[config.mk]
export PLATFORM = sky130hd
export DESIGN_NAME = scaled_colorkey_sprite_blit
export DESIGN_NICKNAME = d
export VERILOG_FILES = /design/src/sv/scb_pkg.sv /design/src/sv/scaled_colorkey_sprite_blit.sv /design/src/sv/scb_fifo.sv /design/src/sv/scb_front.sv /design/src/sv/scb_back.sv
export SDC_FILE = /design/constraint.sdc
export NUM_CORES = 2
export LEC_CHECK = 0
export BUFFER_PORTS_ARGS = -buffer_cell sky130_fd_sc_hd__buf_2
export CAP_MARGIN = 20
export CORE_ASPECT_RATIO = 0.8
export CORE_MARGIN = 3
export CORE_UTILIZATION = 51
export CTS_BUF_LIST = sky130_fd_sc_hd__clkbuf_2 sky130_fd_sc_hd__clkbuf_4 sky130_fd_sc_hd__clkbuf_8
export DETAILED_ROUTE_END_ITERATION = 6
export PLACE_DENSITY = 0.69
export SLEW_MARGIN = 20
export SYNTH_ARGS = -nofsm -noshare
export SYNTH_HDL_FRONTEND = slang
export SYNTH_SLANG_ARGS = --single-unit
export TNS_END_PERCENT = 5
[constraint.sdc]
create_clock -name clk -period 14 [get_ports clk]
set_input_delay 0.7 -clock clk [delete_from_list [all_inputs] [get_ports clk]]
set_output_delay 0.7 -clock clk [all_outputs]
set_load 0.05 [all_outputs]
[src/sv/scb_pkg.sv]
// Shared request codes and register map of the scaled color-key sprite blitter.
package scb_pkg;

  localparam logic REQ_START = 1'b0;
  localparam logic REQ_TEXEL = 1'b1;

  localparam int REG_IDX_BITS = 3;
  localparam int ADDR_BITS    = REG_IDX_BITS + 2;
  localparam int DATA_BITS    = 32;

  localparam logic [REG_IDX_BITS-1:0] REG_DEST_WIDTH    = 3'd0;
  localparam logic [REG_IDX_BITS-1:0] REG_DEST_HEIGHT   = 3'd1;
  localparam logic [REG_IDX_BITS-1:0] REG_TEX_WIDTH     = 3'd2;
  localparam logic [REG_IDX_BITS-1:0] REG_TEX_HEIGHT    = 3'd3;
  localparam logic [REG_IDX_BITS-1:0] REG_KEY_COLOR     = 3'd4;
  localparam logic [REG_IDX_BITS-1:0] REG_SCREEN_WIDTH  = 3'd5;
  localparam logic [REG_IDX_BITS-1:0] REG_SCREEN_HEIGHT = 3'd6;

endpackage

[src/sv/scaled_colorkey_sprite_blit.sv]
// Top level of the scaled color-key sprite blitter: register file, front end, back end, output queue.
// The blitter accepts one request per cycle while no row search runs and the output queue has room,
// and returns one result per request, in order. A texel request that ends a row (but not the
// last row), and a start request of a nonempty blit, when the texture is not upscaled
// vertically, also run the texture row search, which examines one texture row per cycle (the
// last row it may examine waits for room in the output queue); the search gives up after 8192
// rows when no row is ever sampled. A result passes through the input queue, the stepping
// unit and the row search to the output queue; two-entry queues on both sides let the two
// channels stall on their own.
module scaled_colorkey_sprite_blit import scb_pkg::*; #(
  parameter int COORD_BITS = 12,
  parameter int PIXEL_BITS = 32
) (
  input  logic                  clk,
  input  logic                  rst_n,
  input  logic                  psel,
  input  logic                  penable,
  input  logic                  pwrite,
  input  logic [ADDR_BITS-1:0]  paddr,
  input  logic [DATA_BITS-1:0]  pwdata,
  output logic [DATA_BITS-1:0]  prdata,
  output logic                  pready,
  input  logic                  in_valid,
  output logic                  in_ready,
  input  logic                  in_req_type,
  input  logic [COORD_BITS-1:0] in_start_x,
  input  logic [COORD_BITS-1:0] in_start_y,
  input  logic [COORD_BITS-1:0] in_tex_origin_x,
  input  logic [COORD_BITS-1:0] in_tex_origin_y,
  input  logic [PIXEL_BITS-1:0] in_texel,
  output logic                  out_valid,
  input  logic                  out_ready,
  output logic                  out_write_enable,
  output logic [COORD_BITS-1:0] out_pixel_x,
  output logic [COORD_BITS-1:0] out_pixel_y,
  output logic [PIXEL_BITS-1:0] out_pixel_data,
  output logic [COORD_BITS:0]   out_fetch_x,
  output logic [COORD_BITS:0]   out_fetch_y,
  output logic                  out_done_res
);

  localparam int C         = COORD_BITS;
  localparam int W         = C + 1;
  localparam int ITEM_BITS = 2 + 2 * W + 4 * C + PIXEL_BITS;
  localparam int OUT_BITS  = 2 + 2 * C + PIXEL_BITS + 2 * W;

  logic [C-1:0]          dest_w_r, dest_h_r, tex_w_r, tex_h_r;
  logic [PIXEL_BITS-1:0] key_r;
  logic [W-1:0]          screen_w_r, screen_h_r;
  logic                  cfg_wr;
  logic [REG_IDX_BITS-1:0] reg_idx;

  logic                  item_valid, item_ready;
  logic [ITEM_BITS-1:0]  item_data;

  logic                  res_valid, res_ready;
  logic                  res_we, res_done;
  logic [C-1:0]          res_px, res_py;
  logic [PIXEL_BITS-1:0] res_data;
  logic [W-1:0]          res_fx, res_fy;
  logic [OUT_BITS-1:0]   res_packed, out_packed;

  assign pready  = 1'b1;
  assign reg_idx = paddr[ADDR_BITS-1:2];
  assign cfg_wr  = psel && penable && pwrite && pready;

  always_ff @(posedge clk) begin
    if (!rst_n) begin
      dest_w_r   <= C'(1);
      dest_h_r   <= C'(1);
      tex_w_r    <= C'(1);
      tex_h_r    <= C'(1);
      key_r      <= '0;
      screen_w_r <= W'(1) << C;
      screen_h_r <= W'(1) << C;
    end else if (cfg_wr) begin
      case (reg_idx)
        REG_DEST_WIDTH:    dest_w_r   <= pwdata[C-1:0];
        REG_DEST_HEIGHT:   dest_h_r   <= pwdata[C-1:0];
        REG_TEX_WIDTH:     tex_w_r    <= pwdata[C-1:0];
        REG_TEX_HEIGHT:    tex_h_r    <= pwdata[C-1:0];
        REG_KEY_COLOR:     key_r      <= pwdata[PIXEL_BITS-1:0];
        REG_SCREEN_WIDTH:  screen_w_r <= pwdata[W-1:0];
        REG_SCREEN_HEIGHT: screen_h_r <= pwdata[W-1:0];
        default: ;
      endcase
    end
  end

  always_comb begin
    case (reg_idx)
      REG_DEST_WIDTH:    prdata = DATA_BITS'(dest_w_r);
      REG_DEST_HEIGHT:   prdata = DATA_BITS'(dest_h_r);
      REG_TEX_WIDTH:     prdata = DATA_BITS'(tex_w_r);
      REG_TEX_HEIGHT:    prdata = DATA_BITS'(tex_h_r);
      REG_KEY_COLOR:     prdata = DATA_BITS'(key_r);
      REG_SCREEN_WIDTH:  prdata = DATA_BITS'(screen_w_r);
      REG_SCREEN_HEIGHT: prdata = DATA_BITS'(screen_h_r);
      default:           prdata = '0;
    endcase
  end

  scb_front #(
    .COORD_BITS(COORD_BITS),
    .PIXEL_BITS(PIXEL_BITS),
    .ITEM_BITS (ITEM_BITS)
  ) u_front (
    .clk            (clk),
    .rst_n          (rst_n),
    .in_valid       (in_valid),
    .in_ready       (in_ready),
    .in_req_type    (in_req_type),
    .in_start_x     (in_start_x),
    .in_start_y     (in_start_y),
    .in_tex_origin_x(in_tex_origin_x),
    .in_tex_origin_y(in_tex_origin_y),
    .in_texel       (in_texel),
    .dest_w         (dest_w_r),
    .dest_h         (dest_h_r),
    .screen_w       (screen_w_r),
    .screen_h       (screen_h_r),
    .item_valid     (item_valid),
    .item_ready     (item_ready),
    .item_data      (item_data)
  );

  scb_back #(
    .COORD_BITS(COORD_BITS),
    .PIXEL_BITS(PIXEL_BITS),
    .ITEM_BITS (ITEM_BITS)
  ) u_back (
    .clk             (clk),
    .rst_n           (rst_n),
    .item_valid      (item_valid),
    .item_ready      (item_ready),
    .item_data       (item_data),
    .dest_w          (dest_w_r),
    .dest_h          (dest_h_r),
    .tex_w           (tex_w_r),
    .tex_h           (tex_h_r),
    .key_color       (key_r),
    .res_valid       (res_valid),
    .res_ready       (res_ready),
    .res_write_enable(res_we),
    .res_pixel_x     (res_px),
    .res_pixel_y     (res_py),
    .res_pixel_data  (res_data),
    .res_fetch_x     (res_fx),
    .res_fetch_y     (res_fy),
    .res_done        (res_done)
  );

  assign res_packed = {res_we, res_px, res_py, res_data, res_fx, res_fy, res_done};

  scb_fifo #(
    .WIDTH(OUT_BITS),
    .DEPTH(2)
  ) u_out_queue (
    .clk      (clk),
    .rst_n    (rst_n),
    .in_valid (res_valid),
    .in_ready (res_ready),
    .in_data  (res_packed),
    .out_valid(out_valid),
    .out_ready(out_ready),
    .out_data (out_packed)
  );

  assign {out_write_enable, out_pixel_x, out_pixel_y, out_pixel_data, out_fetch_x,
          out_fetch_y, out_done_res} = out_packed;

endmodule

[src/sv/scb_fifo.sv]
// Small flip-flop queue with valid/ready on both sides.
module scb_fifo #(
  parameter int WIDTH = 8,
  parameter int DEPTH = 2
) (
  input  logic             clk,
  input  logic             rst_n,
  input  logic             in_valid,
  output logic             in_ready,
  input  logic [WIDTH-1:0] in_data,
  output logic             out_valid,
  input  logic             out_ready,
  output logic [WIDTH-1:0] out_data
);

  localparam int PW = (DEPTH > 1) ? $clog2(DEPTH) : 1;
  localparam int CW = $clog2(DEPTH + 1);

  logic [WIDTH-1:0] mem_r [DEPTH];
  logic [PW-1:0]    wr_ptr_r, wr_ptr_nxt;
  logic [PW-1:0]    rd_ptr_r, rd_ptr_nxt;
  logic [CW-1:0]    cnt_r, cnt_nxt;
  logic             push, pop;

  assign in_ready  = (cnt_r != CW'(DEPTH));
  assign out_valid = (cnt_r != '0);
  assign out_data  = mem_r[rd_ptr_r];
  assign push      = in_valid && in_ready;
  assign pop       = out_valid && out_ready;

  always_comb begin
    wr_ptr_nxt = wr_ptr_r;
    rd_ptr_nxt = rd_ptr_r;
    cnt_nxt    = cnt_r;
    if (push) begin
      wr_ptr_nxt = (wr_ptr_r == PW'(DEPTH - 1)) ? '0 : wr_ptr_r + PW'(1);
    end
    if (pop) begin
      rd_ptr_nxt = (rd_ptr_r == PW'(DEPTH - 1)) ? '0 : rd_ptr_r + PW'(1);
    end
    if (push && !pop) begin
      cnt_nxt = cnt_r + CW'(1);
    end else if (pop && !push) begin
      cnt_nxt = cnt_r - CW'(1);
    end
  end

  always_ff @(posedge clk) begin
    if (!rst_n) begin
      wr_ptr_r <= '0;
      rd_ptr_r <= '0;
      cnt_r    <= '0;
    end else begin
      wr_ptr_r <= wr_ptr_nxt;
      rd_ptr_r <= rd_ptr_nxt;
      cnt_r    <= cnt_nxt;
    end
  end

  always_ff @(posedge clk) begin
    if (push) begin
      mem_r[wr_ptr_r] <= in_data;
    end
  end

endmodule

[src/sv/scb_front.sv]
// Front end: accepts requests, works out clip bounds of a start and queues the result.
module scb_front import scb_pkg::*; #(
  parameter int COORD_BITS = 12,
  parameter int PIXEL_BITS = 32,
  parameter int ITEM_BITS  = 2 + 2 * (COORD_BITS + 1) + 4 * COORD_BITS + PIXEL_BITS
) (
  input  logic                  clk,
  input  logic                  rst_n,
  input  logic                  in_valid,
  output logic                  in_ready,
  input  logic                  in_req_type,
  input  logic [COORD_BITS-1:0] in_start_x,
  input  logic [COORD_BITS-1:0] in_start_y,
  input  logic [COORD_BITS-1:0] in_tex_origin_x,
  input  logic [COORD_BITS-1:0] in_tex_origin_y,
  input  logic [PIXEL_BITS-1:0] in_texel,
  input  logic [COORD_BITS-1:0] dest_w,
  input  logic [COORD_BITS-1:0] dest_h,
  input  logic [COORD_BITS:0]   screen_w,
  input  logic [COORD_BITS:0]   screen_h,
  output logic                  item_valid,
  input  logic                  item_ready,
  output logic [ITEM_BITS-1:0]  item_data
);

  localparam int W = COORD_BITS + 1;

  logic [W-1:0]         x_sum, y_sum;
  logic [W-1:0]         col_end, row_end;
  logic                 nonempty;
  logic                 kind;
  logic [ITEM_BITS-1:0] packed_item;

  assign kind     = (in_req_type == REQ_START) ? REQ_START : REQ_TEXEL;
  assign x_sum    = W'(in_start_x) + W'(dest_w);
  assign y_sum    = W'(in_start_y) + W'(dest_h);
  assign col_end  = (x_sum < screen_w) ? x_sum : screen_w;
  assign row_end  = (y_sum < screen_h) ? y_sum : screen_h;
  assign nonempty = (W'(in_start_x) < col_end) && (W'(in_start_y) < row_end);

  assign packed_item = {kind, nonempty, col_end, row_end, in_start_x, in_start_y,
                        in_tex_origin_x, in_tex_origin_y, in_texel};

  scb_fifo #(
    .WIDTH(ITEM_BITS),
    .DEPTH(2)
  ) u_queue (
    .clk      (clk),
    .rst_n    (rst_n),
    .in_valid (in_valid),
    .in_ready (in_ready),
    .in_data  (packed_item),
    .out_valid(item_valid),
    .out_ready(item_ready),
    .out_data (item_data)
  );

endmodule

[src/sv/scb_back.sv]
// Back end: Bresenham stepping over the destination rectangle and the texture row search.
module scb_back import scb_pkg::*; #(
  parameter int COORD_BITS = 12,
  parameter int PIXEL_BITS = 32,
  parameter int ITEM_BITS  = 2 + 2 * (COORD_BITS + 1) + 4 * COORD_BITS + PIXEL_BITS
) (
  input  logic                  clk,
  input  logic                  rst_n,
  input  logic                  item_valid,
  output logic                  item_ready,
  input  logic [ITEM_BITS-1:0]  item_data,
  input  logic [COORD_BITS-1:0] dest_w,
  input  logic [COORD_BITS-1:0] dest_h,
  input  logic [COORD_BITS-1:0] tex_w,
  input  logic [COORD_BITS-1:0] tex_h,
  input  logic [PIXEL_BITS-1:0] key_color,
  output logic                  res_valid,
  input  logic                  res_ready,
  output logic                  res_write_enable,
  output logic [COORD_BITS-1:0] res_pixel_x,
  output logic [COORD_BITS-1:0] res_pixel_y,
  output logic [PIXEL_BITS-1:0] res_pixel_data,
  output logic [COORD_BITS:0]   res_fetch_x,
  output logic [COORD_BITS:0]   res_fetch_y,
  output logic                  res_done
);

  localparam int C = COORD_BITS;
  localparam int W = C + 1;
  localparam int E = C + 2;
  localparam int S = C + 4;

  logic                  it_kind, it_nonempty;
  logic [W-1:0]          it_col_end, it_row_end;
  logic [C-1:0]          it_sx, it_sy, it_tox, it_toy;
  logic [PIXEL_BITS-1:0] it_texel;

  logic         busy_r, busy_nxt;
  logic         srch_r, srch_nxt;
  logic [W-1:0] cnt_r, cnt_nxt;
  logic [W-1:0] col_r, col_nxt, row_r, row_nxt;
  logic [W-1:0] tex_col_r, tex_col_nxt, tex_row_r, tex_row_nxt;
  logic [W-1:0] rcs_r, rcs_nxt, rtcs_r, rtcs_nxt;
  logic [E-1:0] err_x_r, err_x_nxt, err_y_r, err_y_nxt;
  logic [W-1:0] col_end_r, col_end_nxt, row_end_r, row_end_nxt;

  logic                  pend_we_r, pend_we_nxt;
  logic [C-1:0]          pend_x_r, pend_x_nxt, pend_y_r, pend_y_nxt;
  logic [PIXEL_BITS-1:0] pend_data_r, pend_data_nxt;

  logic         x_up, y_up, take;
  logic [S-1:0] ex_ext, ey_ext;
  logic [C-1:0] add_x, sub_x;
  logic [S-1:0] sum_x, sum_yr, sum_ys;
  logic         hit_x, hit_yr, hit_ys, s_final;
  logic [E-1:0] err_x_new, err_yr_new, err_ys_new;
  logic         emit, wr_en, row_done;
  logic [W-1:0] col_step, tex_col_xup, row_inc, rb_tex_col;

  logic                  o_we;
  logic [C-1:0]          o_x, o_y;
  logic [PIXEL_BITS-1:0] o_data;

  assign {it_kind, it_nonempty, it_col_end, it_row_end, it_sx, it_sy, it_tox, it_toy,
          it_texel} = item_data;

  assign x_up = (tex_w < dest_w);
  assign y_up = (tex_h < dest_h);

  assign item_ready = !srch_r && res_ready;
  assign take       = item_valid && item_ready;

  assign ex_ext = {{(S - E){err_x_r[E-1]}}, err_x_r};
  assign ey_ext = {{(S - E){err_y_r[E-1]}}, err_y_r};

  assign add_x     = x_up ? tex_w : dest_w;
  assign sub_x     = x_up ? dest_w : tex_w;
  assign sum_x     = ex_ext + S'(add_x);
  assign hit_x     = $signed({sum_x, 1'b0}) >= $signed((S + 1)'(sub_x));
  assign err_x_new = hit_x ? E'(sum_x - S'(sub_x)) : E'(sum_x);

  assign sum_yr     = ey_ext + S'(tex_h);
  assign hit_yr     = $signed({sum_yr, 1'b0}) >= $signed((S + 1)'(dest_h));
  assign err_yr_new = hit_yr ? E'(sum_yr - S'(dest_h)) : E'(sum_yr);

  assign sum_ys     = ey_ext + S'(dest_h);
  assign hit_ys     = $signed({sum_ys, 1'b0}) >= $signed((S + 1)'(tex_h));
  assign err_ys_new = hit_ys ? E'(sum_ys - S'(tex_h)) : E'(sum_ys);
  assign s_final    = hit_ys || (cnt_r == '1);

  assign emit        = x_up || hit_x;
  assign wr_en       = emit && (it_texel != key_color);
  assign col_step    = emit ? col_r + W'(1) : col_r;
  assign tex_col_xup = hit_x ? tex_col_r + W'(1) : tex_col_r;
  assign row_done    = (col_step >= col_end_r);
  assign row_inc     = row_r + W'(1);
  assign rb_tex_col  = x_up ? rtcs_r : rtcs_r + W'(1);

  always_comb begin
    busy_nxt      = busy_r;
    srch_nxt      = srch_r;
    cnt_nxt       = cnt_r;
    col_nxt       = col_r;
    row_nxt       = row_r;
    tex_col_nxt   = tex_col_r;
    tex_row_nxt   = tex_row_r;
    rcs_nxt       = rcs_r;
    rtcs_nxt      = rtcs_r;
    err_x_nxt     = err_x_r;
    err_y_nxt     = err_y_r;
    col_end_nxt   = col_end_r;
    row_end_nxt   = row_end_r;
    pend_we_nxt   = pend_we_r;
    pend_x_nxt    = pend_x_r;
    pend_y_nxt    = pend_y_r;
    pend_data_nxt = pend_data_r;
    res_valid     = 1'b0;
    o_we          = 1'b0;
    o_x           = col_r[C-1:0];
    o_y           = row_r[C-1:0];
    o_data        = it_texel;
    if (take) begin
      if (it_kind == REQ_START) begin
        rcs_nxt       = W'(it_sx);
        rtcs_nxt      = W'(it_tox);
        row_nxt       = W'(it_sy);
        tex_row_nxt   = W'(it_toy);
        err_y_nxt     = '0;
        col_end_nxt   = it_col_end;
        row_end_nxt   = it_row_end;
        pend_we_nxt   = 1'b0;
        pend_x_nxt    = '0;
        pend_y_nxt    = '0;
        pend_data_nxt = '0;
        if (!it_nonempty) begin
          busy_nxt  = 1'b0;
          res_valid = 1'b1;
        end else if (!y_up) begin
          busy_nxt = 1'b0;
          srch_nxt = 1'b1;
          cnt_nxt  = '0;
        end else begin
          busy_nxt    = 1'b1;
          col_nxt     = W'(it_sx);
          err_x_nxt   = '0;
          tex_col_nxt = x_up ? W'(it_tox) : W'(it_tox) + W'(1);
          res_valid   = 1'b1;
        end
      end else if (busy_r) begin
        res_valid = 1'b1;
        o_we      = wr_en;
        col_nxt   = col_step;
        err_x_nxt = err_x_new;
        if (row_done) begin
          if (y_up) begin
            err_y_nxt = err_yr_new;
            if (hit_yr) begin
              tex_row_nxt = tex_row_r + W'(1);
            end
          end
          row_nxt = row_inc;
          if (row_inc >= row_end_r) begin
            busy_nxt = 1'b0;
          end else if (!y_up) begin
            busy_nxt      = 1'b0;
            srch_nxt      = 1'b1;
            cnt_nxt       = '0;
            res_valid     = 1'b0;
            pend_we_nxt   = wr_en;
            pend_x_nxt    = col_r[C-1:0];
            pend_y_nxt    = row_r[C-1:0];
            pend_data_nxt = it_texel;
          end else begin
            col_nxt     = rcs_r;
            err_x_nxt   = '0;
            tex_col_nxt = rb_tex_col;
          end
        end else begin
          tex_col_nxt = x_up ? tex_col_xup : tex_col_r + W'(1);
        end
      end else begin
        res_valid = 1'b1;
      end
    end else if (srch_r && (!s_final || res_ready)) begin
      tex_row_nxt = tex_row_r + W'(1);
      err_y_nxt   = err_ys_new;
      cnt_nxt     = cnt_r + W'(1);
      o_we        = pend_we_r;
      o_x         = pend_x_r;
      o_y         = pend_y_r;
      o_data      = pend_data_r;
      if (hit_ys) begin
        srch_nxt    = 1'b0;
        busy_nxt    = 1'b1;
        col_nxt     = rcs_r;
        err_x_nxt   = '0;
        tex_col_nxt = rb_tex_col;
        res_valid   = 1'b1;
      end else if (s_final) begin
        srch_nxt  = 1'b0;
        busy_nxt  = 1'b0;
        res_valid = 1'b1;
      end
    end
  end

  assign res_write_enable = o_we;
  assign res_pixel_x      = o_we ? o_x : '0;
  assign res_pixel_y      = o_we ? o_y : '0;
  assign res_pixel_data   = o_we ? o_data : '0;
  assign res_fetch_x      = busy_nxt ? tex_col_nxt : '0;
  assign res_fetch_y      = busy_nxt ? tex_row_nxt : '0;
  assign res_done         = !busy_nxt;

  always_ff @(posedge clk) begin
    if (!rst_n) begin
      busy_r    <= 1'b0;
      srch_r    <= 1'b0;
      cnt_r     <= '0;
      col_r     <= '0;
      row_r     <= '0;
      tex_col_r <= '0;
      tex_row_r <= '0;
      rcs_r     <= '0;
      rtcs_r    <= '0;
      err_x_r   <= '0;
      err_y_r   <= '0;
      col_end_r <= '0;
      row_end_r <= '0;
    end else begin
      busy_r    <= busy_nxt;
      srch_r    <= srch_nxt;
      cnt_r     <= cnt_nxt;
      col_r     <= col_nxt;
      row_r     <= row_nxt;
      tex_col_r <= tex_col_nxt;
      tex_row_r <= tex_row_nxt;
      rcs_r     <= rcs_nxt;
      rtcs_r    <= rtcs_nxt;
      err_x_r   <= err_x_nxt;
      err_y_r   <= err_y_nxt;
      col_end_r <= col_end_nxt;
      row_end_r <= row_end_nxt;
    end
  end

  always_ff @(posedge clk) begin
    pend_we_r   <= pend_we_nxt;
    pend_x_r    <= pend_x_nxt;
    pend_y_r    <= pend_y_nxt;
    pend_data_r <= pend_data_nxt;
  end

endmodule

==> reports/qor.txt <==
Final WL -> 110 mm
Critical path's largest stage delay -> 0.77 ns
Reg-to-Reg End -> u_out_queue.mem_r[1][2]$_DFFE_PP_
Clock Path Buffers -> 3
IO Port Bufs -> 240
#FFs+latches synth -> 702
Clock Latency Late Sink -> 0.76 ns
R2R cell count -> 39
Clock Power Share -> 22.0%
Top cells by count, synth -> 441 x edfxtp_1, 439 x nand2_1, 345 x nor2_1
Area of the multi-input gates -> 19000 um^2
Hpwl dp -> 77.7 mm
CP Max Fanout -> 21
Maximum clock frequency -> 97.3 MHz
Dominant cell type by area after synthesis -> edfxtp_1
Post-CTS Setup Bufs -> 0
Starting density of the core -> 51.9%
Pre-Repair DR Iteration Count -> 6
Crit-path leading delay family -> simple AND/OR/NAND/NOR gates
CTS root buf -> clkbuf_8
Core Area -> 74500 um^2
Seq/Total Area, Yosys -> 47.7%
Global Route Usage Sum -> 27.0%
Worst R2R Start -> dest_w_r[1]$_SDFFE_PN0P_
Hold path depth -> 1
First-pass GRT wire length -> 166 mm
Max_cap viols -> 0
Most common cell in the synthesized netlist -> edfxtp_1
Post-Syn Area per Cell -> 10.2 um^2
Register area -> 18500 um^2
Critical path type -> flip-flop to flip-flop
CP bufs+invs -> 5
Synth Instances -> 3801
Normalized max-slew margin -> 23.6%
Layout cell share with drive strength beyond 1 -> 16.4%
Top_reg_cell synth -> edfxtp_1
Wirelength per Cell -> 21.5 um
Post-route DRC -> 0
H-Tree Depth -> 3
Finish-stage setup viols -> 0
Worst Tran Pin Value -> 1.14 ns
CTS resizes -> 0
Top cells by area, synth -> edfxtp_1 34%, dfxtp_1 14%, ha_1 7.6%
Starting DRT DRC Count -> 3036
Placed instance count -> 4895
Nets -> 4370
Ys Warns -> 0
CTS tree -> built
Combinational share of power -> 42.6%
R2R setup slack -> 3.72 ns
EDFF count, synth -> 441
Worst-path clk slew -> 0.06 ns
Setup TNS -> 0 ns
Hold path startpoint -> in_tex_origin_x[3]
DIE WIDTH -> 314 um
Crit share post-route -> 73.4%
Die H -> 252 um
Clk_skew -> 0.0512 ns
CTS Buf Count -> 107
Design Power -> 8460 uW
Static Leak -> 0.0164 uW
Post-synth top area share -> 34.2%
Vias after detailed routing -> 30100
PwrDens -> 196 nW/um^2
Via density -> 5.90
Die area -> 79200 um^2
Row cnt -> 89
CP startpoint -> dest_w_r[1]$_SDFFE_PN0P_
Internal -> 4960 uW
RSZ-0062 raised after global routing -> false
Startpoint types -> flip-flop
Netlist cell types -> 105
Area delta synth->final -> 11.6%
GP Congestion -> 0.929
Fillers -> 6352
Hold WC Path Type -> primary input to flip-flop
Hold Buf Count CTS -> 0
IO Pins -> 244
CP Capture Type -> flip-flop
Synthesized Nets -> 4168
Total gr overflow -> 0
Switch share -> 41.4%
Maximum number of pins on one net before global-route repair -> 94
Clk sinks -> 702
Hold Path End -> u_front.u_queue.mem_r[0][47]$_DFFE_PP_
Sw Pwr -> 3500 uW
Vias in the first global route -> 27900
Worst endpoint required time -> 14.45 ns
Outcome -> complete, no violations
Initial antenna violation count -> 3
Fin cells -> 5099
Flop pwr share -> 35.5%
Final ANT Viol Nets -> 0
Fin. Hold Viols -> 0
Netlist Area Pre-Place -> 38700 um^2
Max Slew Vio Count -> 0
Critical Path AT -> 10.73 ns
Max VDD drop -> 115 uV
Asr flop ratio synth -> 0%
Tmin final -> 10.28 ns
Worst path slowest cell -> nor3b_2
[how the worst max path moves through the flow]
| stage | to | cells past startpoint |
|---|---|---|
| final | u_out_queue.mem_r[1][2]$_DFFE_PP_ | 39 |
| after global routing | u_out_queue.mem_r[1][2]$_DFFE_PP_ | 40 |
| after CTS | u_out_queue.mem_r[1][2]$_DFFE_PP_ | 40 |
| after detailed placement | u_out_queue.mem_r[0][2]$_DFFE_PP_ | 40 |
| after global placement | u_out_queue.mem_r[0][2]$_DFFE_PP_ | 39 |
| after floorplan | u_out_queue.mem_r[0][0]$_DFFE_PP_ | 38 |
[stage by stage]
stage	worst slack (ns)	utilization [%]	hold slack, ns	cell area (um^2)
after CTS	3.92	57.9	0.0755	43200
after floorplan	2.59	-	0.436	38700
after detailed placement	4.05	54.8	0.448	40800
final	3.72	58.0	0.134	43200
after global routing	3.01	58.0	0.0888	43200
after global placement	4.17	54.8	0.443	40800
[state kept, by name (all words and copies together), names as in the netlist, 12 cells and up, named ones only]
name,count
u_front.u_queue.mem_r,216
u_out_queue.mem_r,168
key_r,32
u_back.pend_data_r,32
u_back.err_x_r,14
u_back.err_y_r,14
screen_h_r,13
screen_w_r,13
u_back.cnt_r,13
u_back.col_end_r,13
u_back.col_r,13
u_back.row_end_r,13
u_back.row_r,13
u_back.tex_col_r,13
u_back.tex_row_r,13
dest_h_r,12
dest_w_r,12
tex_h_r,12
tex_w_r,12
u_back.pend_x_r,12
u_back.pend_y_r,12
u_back.rcs_r,12
u_back.rtcs_r,12
[worst reg2reg max path: cells and delay by family, from the launching register on]
family                     cells  cell delay (ns)
AOI/OAI and AO/OA             14             2.94
xor gates and xnor gates       2             0.46
adders and majority gates      4             1.25
buffers and inverters          5             1.13
DFF                            1             0.48
and+or+nand+nor               14             3.73
[power by group through the flow]
stage | sequential, uW | clock (uW) | combinational [uW]
final | 3000 | 1860 | 3600
after global routing | 3050 | 1990 | 3880
after CTS | 3000 | 1890 | 3570
after detailed placement | 3040 | 0 | 3550
after global placement | 3020 | 0 | 3530
after floorplan | 2980 | 0 | 2670
[layout by cell type, fill, tap and decap left out, drive strengths merged, types with 40 or more instances in the layout]
cell / count
o21ai: 168
nand3: 52
inv: 153
nor2: 346
nor3: 45
mux2i: 139
ha: 234
mux2: 127
a211oi: 95
nor2b: 45
xnor2: 90
nand4: 40
xor2: 88
nand2: 440
buf: 283
dfxtp: 261
a21oi: 299
a21o: 49
clkbuf: 173
and2: 57
edfxtp: 441
[layout make-up]
| class | instances | share of cell area, % |
|---|---|---|
| diodes | 3 | 0.0174 |
| clock buffers | 173 | 4.82 |
| clock inverters | 28 | 0.678 |
| inverters | 151 | 1.32 |
| multi-input cells | 2758 | 43.9 |
| flip-flops and latches | 702 | 42.8 |
| well taps | 1001 | 2.90 |
| repair buffers | 283 | 3.53 |
[cell families (layout without fill, tap and decap cells)]
| group | count (synthesis) | in the layout | synth area share, % |
|---|---|---|---|
| flops | 702 | 702 | 47.7 |
| other cells | 1 | 4 | 0.00969 |
| compound gates | 907 | 907 | 15.5 |
| simple gates | 1160 | 1160 | 13.7 |
| buf+inv | 341 | 635 | 3.54 |
| mux | 270 | 270 | 7.52 |
| fa+ha+maj | 242 | 242 | 7.98 |
| xor+xnor | 178 | 178 | 4.07 |
[per-layer routing]
layer  global-route usage [%]  share of wire (%)  vias to the layer above
met5                        0                  0                        -
li1                         -                  -                    14300
met1                     40.0                 46                    14300
met4                     9.34                3.4                        0
met3                     4.48                7.7                      211
met2                     40.1                 43                     1212
Note: power is estimated with default switching activity, not from simulation.
